$ cat src/gat_pkg.sv
// ----------------------------------------------------------------------------
// GF(2) affine transform package
// Shared constants and the per-byte update functions of the generator and
// the checksum.
// ----------------------------------------------------------------------------
package gat_pkg;

    localparam logic [63:0] SEED_RESET      = 64'hCAFEBABEDEADBEEF;
    localparam logic [63:0] FNV_BASIS       = 64'hcbf29ce484222325;
    // The FNV prime is 2**40 + 0x1b3.
    localparam int          FNV_PRIME_SHIFT = 40;
    localparam logic [8:0]  FNV_PRIME_LOW   = 9'h1b3;

    localparam int ROWS      = 128;
    localparam int ROW_W     = 128;
    localparam int ROW_BYTES = 16;
    localparam int MAT_BYTES = ROWS * ROW_BYTES;
    localparam int ALL_BYTES = MAT_BYTES + ROW_BYTES;
    localparam int CNT_W     = $clog2(ALL_BYTES);
    localparam int ROW_AW    = $clog2(ROWS);

    function automatic logic [63:0] xs_next(input logic [63:0] x);
        logic [63:0] v;
        v = x ^ (x << 13);
        v = v ^ (v >> 7);
        v = v ^ (v << 17);
        return v;
    endfunction

    function automatic logic [63:0] fnv_step(input logic [63:0] h, input logic [7:0] b);
        logic [63:0] t;
        logic [63:0] p;
        t = h ^ {56'd0, b};
        p = t * {55'd0, FNV_PRIME_LOW};
        return (t << FNV_PRIME_SHIFT) + p;
    endfunction

endpackage

$ cat src/gat_checksum.sv
// ----------------------------------------------------------------------------
// FNV-1a checksum accumulator
// Folds one byte per cycle, while i_step is high, into a 64-bit FNV-1a hash.
// ----------------------------------------------------------------------------
module gat_checksum (
    input  logic        i_clk,
    input  logic        i_rst_n,
    input  logic        i_init,
    input  logic        i_step,
    input  logic [7:0]  i_byte,
    output logic [63:0] o_hash,
    output logic [63:0] o_hash_next
);

    logic [63:0] r_hash;

    assign o_hash_next = gat_pkg::fnv_step(r_hash, i_byte);
    assign o_hash      = r_hash;

    always_ff @(posedge i_clk) begin
        if (!i_rst_n) begin
            r_hash <= gat_pkg::FNV_BASIS;
        end else if (i_init) begin
            r_hash <= gat_pkg::FNV_BASIS;
        end else if (i_step) begin
            r_hash <= o_hash_next;
        end
    end

endmodule

$ cat config.mk
export PLATFORM = sky130hd
export DESIGN_NAME = gat_checksum
export DESIGN_NICKNAME = d
export VERILOG_FILES = /design/src/gat_pkg.sv /design/src/gat_checksum.sv
export SDC_FILE = /design/constraint.sdc
export NUM_CORES = 1
export LEC_CHECK = 0
export BUFFER_PORTS_ARGS = -buffer_cell sky130_fd_sc_hd__buf_4
export CORE_UTILIZATION = 50
export CTS_CLUSTER_DIAMETER = 60
export DETAILED_ROUTE_END_ITERATION = 12
export PLACE_DENSITY = 0.69
export SETUP_SLACK_MARGIN = 0.02
export SYNTH_ARGS = -nofsm -noshare
export SYNTH_HDL_FRONTEND = slang
export SYNTH_SLANG_ARGS = --single-unit
$ cat constraint.sdc
create_clock -name i_clk -period 6.3 [get_ports i_clk]
set_input_delay 0.63 -clock i_clk [delete_from_list [all_inputs] [get_ports i_clk]]
set_output_delay 0.63 -clock i_clk [all_outputs]
set_load 0.005 [all_outputs]
==> impl_metrics.py, run 1 <==
metrics = {
    "clock_network": {
        "cts_buffers": 9,
        "cts_tree": "done",
        "numClockSinks": 64,
        "cts.htree.levels": 3,
        "cts_buffer_depth": 2,
        "clkLatencyLatePin_ns": 0.37,
        "cts_hold_buf": 0,
        "path_clk_slew_ns": 0.07,
        "cts_root_buffer": "clkbuf_16",
    },
    "worst_setup_path": {
        "critPathRequiredTime_ns": 5.67,
        "crit_slowest_cell": "fa_1",
        "crit_type": "reg2out",
        "cp_cell_sequence": "ha_4 > inv_2 > fa_1 > inv_1 > fa_2 > fa_1 > inv_1 > fa_1 > inv_1 > ha_4 > nand4_4 > or4_4 > a211oi_2 > nor3_2 > o21ai_2 > a31oi_2 > mux2_4 > nand3b_1 > buf_4",
        "cp.arrival_ns": 5.57,
        "reg2reg_to": "o_hash[38]",
        "ff2ff_path_depth": 24,
        "crit_path_end_kind": "output port",
        "start_kind": "flop",
        "ff2ff_setup_slack_ns": 0.90,
        "critPathMaxFanout": 4,
        "max_stage_delay_ns": 0.54,
        "r2r_start": "o_hash[2]",
    },
    "timing": {
        "finalCritPeriodShare": 0.985,
        "fmax_ghz": 0.161,
        "worst_pin_slew_ns": 0.968,
        "slew_headroom": 0.354,
        "hold_viol": 0,
        "period_needed_ns": 6.20,
        "slew_violations": 0,
        "skew_ns": 0.0208,
        "setup-violations-final": 0,
        "rsz0062_at_grt": "yes",
    },
    "layout": {
        "multi_input_area_um2": 12300,
        "fillerInstances": 2360,
        "final_nets": 2263,
        "postLayoutCellArea_um2": 17800,
        "antenna_cells": 0,
        "drive_above_1_share": 0.254,
        "largest_reg_flops": 64,
        "syn2layout_area_growth_pct": 22.6,
        "seq_area_um2": 1360,
    },
    "drt": {
        "dr_total_vias": 11900,
        "drc": 0,
        "ant_nets": 0,
        "drtIter0Drc": 827,
        "routedWlPerCell_um": 19.4,
        "routed_wl_um": 43300,
        "viasPerCell": 5.34,
        "dr.pass1.iters": 5,
    },
    "placement": {
        "dp_hpwl_um": 36100,
        "globalplace.congestion": 0.898,
        "io_buffers": 139,
        "dpl-instance-area_um2": 16300,
    },
    "outcome": {
        "outcome": "completed",
    },
    "job": {
        "cap_violations": 0,
    },
    "logic_synthesis": {
        "synth_cells": 1646,
        "ys_ff_latch": 64,
        "synth_cell_type_count": 79,
        "yosysWarningCount": 0,
        "synth_fp_nets": 2064,
        "synth_edf_count": 0,
        "ys_async_sr_fraction": 0,
        "synthesis.area_um2": 14500,
        "synth_top_flop_cell": "dfxtp_1",
        "avgSynthCellArea_um2": 8.81,
        "synth_seq_area_share": 0.0884,
    },
    "hold_path": {
        "hold_end": "o_hash[2]",
        "hp-class": "reg2reg",
        "min-delay-start": "o_hash[2]",
        "worstHoldPathCells": 2,
    },
    "global_route": {
        "grt_pass1_wl_um": 66200,
        "grt_use_met3": 0.0568,
        "grt_use_met1": 0.417,
        "busiest_layer": "met2",
        "antenna_found_initial": 0,
        "grt_pass1_vias": 12100,
        "grt_max_degree": 47,
        "overflow": 0,
        "grtUsageMet2": 0.476,
        "grtUsageTotal": 0.301,
    },
    "die": {
        "core_um2": 28200,
        "initial_core_util": 0.515,
        "fp-row-count": 61,
        "io_pins": 140,
        "dieArea_um2": 29700,
        "die_w_um": 172,
        "die_h_um": 172,
    },
}
-- how the worst max path moves through the flow --
stage	startpoint	to	slack, ns	cells after the start
2_1_floorplan	i_byte[7]	o_hash_next[63]	0.39	21
3_3_place_gp	i_byte[2]	o_hash_next[63]	0.06	22
3_5_place_dp	i_byte[1]	o_hash_next[63]	-0.06	22
4_1_cts	o_hash[55]	o_hash_next[63]	0.02	20
5_1_grt	o_hash[42]	o_hash_next[63]	-0.05	19
6_report	o_hash[42]	o_hash_next[63]	0.1	19
-- placed cells by master (no fill, tap or decap), drive strengths merged, types with 64 or more instances in the layout --
master,synthesis,routed
a21oi,83,83
buf,14,242
dfxtp,64,64
fa,210,210
ha,196,196
inv,408,408
nand2,73,73
nor2,74,74
o21ai,65,65
xnor2,70,70
xor2,65,65
-- through the flow --
stage / utilization / setup TNS [ns] / hold slack [ns] / setup slack (ns) / std cells
floorplan: - / 0 / 0.506 / 0.387 / 1646
global placement: 0.579 / 0 / 0.518 / 0.0596 / 2192
detailed placement: 0.579 / -0.113 / 0.526 / -0.0576 / 2192
CTS: 0.600 / 0 / 0.520 / 0.0189 / 2211
global route: 0.631 / -0.113 / 0.549 / -0.0532 / 2227
finish: 0.631 / 0 / 0.528 / 0.0950 / 2227
-- layer usage --
metal,routed length (um),vias to the layer above
met5,0,-
met1,19400,5863
met3,2640,46
met2,20200,362
li1,-,5628
met4,1060,0
-- Yosys cell counts (26+ instances only) --
library cell  instances  share of area
a21o_1               55          0.028
a21oi_1              81          0.028
clkbuf_1             30         0.0078
dfxtp_1              64          0.088
fa_1                210           0.29
ha_1                196           0.17
inv_1               408           0.11
mux2i_1              26          0.018
nand2_1              73          0.019
nor2_1               73          0.019
o21ai_0              63          0.022
xnor2_1              70          0.042
xor2_1               65          0.039
-- kinds of logic after synthesis --
family                     share of synthesized area
and+or+nand+nor                               0.0873
xor gates and xnor gates                      0.0816
AOI/OAI and AO/OA                              0.136
muxes                                         0.0187
adders and majority gates                      0.459
DFF                                           0.0884
buffers and inverters                          0.129
-- critical path, delay by kind of cell (launching register included) --
family / cells / cell delay, ns
flip-flops: 1 / 0.38
AO/OA/AOI/OAI: 3 / 0.57
buffers and inverters: 5 / 0.41
AND/OR/NAND/NOR: 4 / 0.93
adder cells (fa/ha/maj): 6 / 2.57
multiplexers: 1 / 0.33
-- repair_timing --
| action | 4_1_cts | 5_1_grt |
|---|---|---|
| pin swaps | 12 | 37 |
| resized for setup | 61 | 168 |
| buffers inserted | 4 | 16 |
| setup endpoints to repair | 14 | 33 |
-- final cells by class --
class	count	share of cell area
clock buffers	12	0.0144
clock inverters	3	0.00366
inverters	408	0.0863
multi-input cells	1120	0.690
flip-flops and latches	64	0.0767
well taps	378	0.0266
repair buffers	242	0.102
Power of run 1 is left out: the tool's default activity adds up to more than one toggle a clock period on the data nets, which glitch-free logic cannot reach.
==> run 2, diff against run 1 <==
--- a/config.mk
+++ b/config.mk
@@ -9,8 +9,9 @@
 export CORE_UTILIZATION = 50
 export CTS_CLUSTER_DIAMETER = 60
 export DETAILED_ROUTE_END_ITERATION = 12
-export PLACE_DENSITY = 0.69
+export PLACE_DENSITY = 0.74
 export SETUP_SLACK_MARGIN = 0.02
+export SLEW_MARGIN = 25
 export SYNTH_ARGS = -nofsm -noshare
 export SYNTH_HDL_FRONTEND = slang
 export SYNTH_SLANG_ARGS = --single-unit
==> run 2 against run 1 <==
  * Die area unchanged
  * Final area decreased by 0.62%
  * Maximum frequency decreased by 0.77%
  * Utilization decreased by 0.39 points
  * Wire length decreased by 0.10%
  * Register-to-register slack got worse by 0.07 ns
  * Via count increased by 1.8%
  * Highest routed layer unchanged
==> impl_metrics.py, run 2 (same netlist as run 1, synthesis figures left out) <==
metrics = {
    "clock_network": {
        "numClockSinks": 64,
        "cts_hold_buf": 0,
        "cts.htree.levels": 3,
        "cts_buffers": 9,
        "cts_tree": "done",
        "cts_root_buffer": "clkbuf_16",
        "clkLatencyLatePin_ns": 0.37,
        "path_clk_slew_ns": 0.07,
        "cts_buffer_depth": 2,
    },
    "worst_setup_path": {
        "critPathRequiredTime_ns": 5.67,
        "crit_type": "reg2out",
        "crit_slowest_cell": "fa_1",
        "cp_cell_sequence": "ha_4 > inv_2 > fa_1 > inv_2 > fa_1 > fa_1 > inv_2 > fa_1 > inv_2 > ha_4 > and2_4 > nand3_4 > or4_4 > a211oi_2 > nor3_2 > o21ai_2 > a31oi_2 > mux2_4 > nand3b_1 > buf_4",
        "start_kind": "flop",
        "max_stage_delay_ns": 0.57,
        "critPathMaxFanout": 4,
        "crit_path_end_kind": "output port",
        "cp.arrival_ns": 5.62,
    },
    "timing": {
        "setup_slack_ns": 0.0469,
        "worst_pin_slew_ns": 0.602,
        "finalCritPeriodShare": 0.993,
        "rsz0062_at_grt": "yes",
        "skew_ns": 0.0106,
        "timing.hold.ws_ns": 0.531,
        "period_needed_ns": 6.25,
        "setup-violations-final": 0,
        "fmax_ghz": 0.160,
        "setup_tns_ns": 0,
        "slew_violations": 0,
        "hold_viol": 0,
        "slew_headroom": 0.599,
    },
    "job": {
        "cap_violations": 0,
    },
    "drt": {
        "viasPerCell": 5.42,
        "routedWlPerCell_um": 19.4,
        "drtIter0Drc": 900,
        "dr.pass1.iters": 7,
        "drc": 0,
        "routed_wl_um": 43200,
        "ant_nets": 0,
        "dr_total_vias": 12100,
    },
    "global_route": {
        "grt_pass1_vias": 12400,
        "grtUsageTotal": 0.300,
        "grt_max_degree": 73,
        "antenna_found_initial": 0,
        "overflow": 0,
        "grt_pass1_wl_um": 66800,
    },
    "outcome": {
        "outcome": "completed",
    },
    "die": {
        "die_w_um": 172,
        "initial_core_util": 0.515,
        "core_um2": 28200,
        "die_h_um": 172,
        "dieArea_um2": 29700,
        "fp-row-count": 61,
        "io_pins": 140,
    },
    "layout": {
        "fillerInstances": 2343,
        "final_common_cell": "inv_1",
        "final_cell_mix": "399 x inv_1, 247 x buf_4, 209 x fa_1",
        "syn2layout_area_growth_pct": 21.9,
        "utilization": 0.627,
        "largest_reg_flops": 64,
        "antenna_cells": 0,
        "final_nets": 2269,
        "drive_above_1_share": 0.247,
    },
    "placement": {
        "dpl_worst_slack_ns": -0.0758,
        "dp_hpwl_um": 35600,
        "globalplace.congestion": 0.966,
        "io_buffers": 139,
    },
    "hold_path": {
        "hp-class": "reg2reg",
    },
}
## run 2: changes by cell type in the layout (fill, tap and decap cells not counted), moves of 4 or more
cell | previous run | this run
xnor2_2 | 8 | 12
ha_4 | 40 | 26
ha_2 | 29 | 36
dfxtp_1 | 24 | 34
buf_4 | 242 | 247
a21oi_1 | 72 | 76
a21oi_2 | 10 | 6
dfxtp_2 | 27 | 18
ha_1 | 127 | 134
## run 2: what timing repair did
item,in CTS,in global routing
cloned,0,0
resized for setup,45,151
pin swaps,4,40
setup endpoints to repair,17,34
buffers inserted,3,15
endpoints found under the hold margin,0,0
## run 2: worst max-delay path: cells and delay by family, from the launching register on
kind	cells	cell delay (ns)
adder cells (fa/ha/maj)	6	2.56
AND/OR/NAND/NOR	5	1.08
AO/OA/AOI/OAI	3	0.58
flip-flops	1	0.38
buffers and inverters	5	0.32
multiplexers	1	0.32
## run 2: layout make-up
class	instances	area, um^2	area share
clock buffer	10	239	0.0135
timing repair buffer	248	1880	0.107
sequential	64	1350	0.0764
tap	378	473	0.0268
multi-input combinational	1120	12100	0.685
clock inverter	6	91.3	0.00517
inverter	408	1530	0.0867
## run 2: worst paths after layout
path | start | end | slack (ns) | cells after the start
min | o_hash[2] | o_hash[2] | 0.53 | 2
max | o_hash[41] | o_hash_next[63] | 0.05 | 20
min reg2reg | o_hash[2] | o_hash[2] | 0.53 | 2
max reg2reg | o_hash[17] | o_hash[57] | 0.83 | 22
## run 2: through the flow
step	instances	cell area, um^2
global route	2234	17700
floorplan	1646	14500
global placement	2199	16400
CTS	2218	16900
detailed placement	2199	16400
finish	2234	17700
## run 2: per-layer routing
layer,GRT usage,part of all wire
met1,0.402,0.43
met2,0.493,0.47
met5,0,0
met4,0.0947,0.035
met3,0.0526,0.066
Power of run 2 is left out for the same reason.
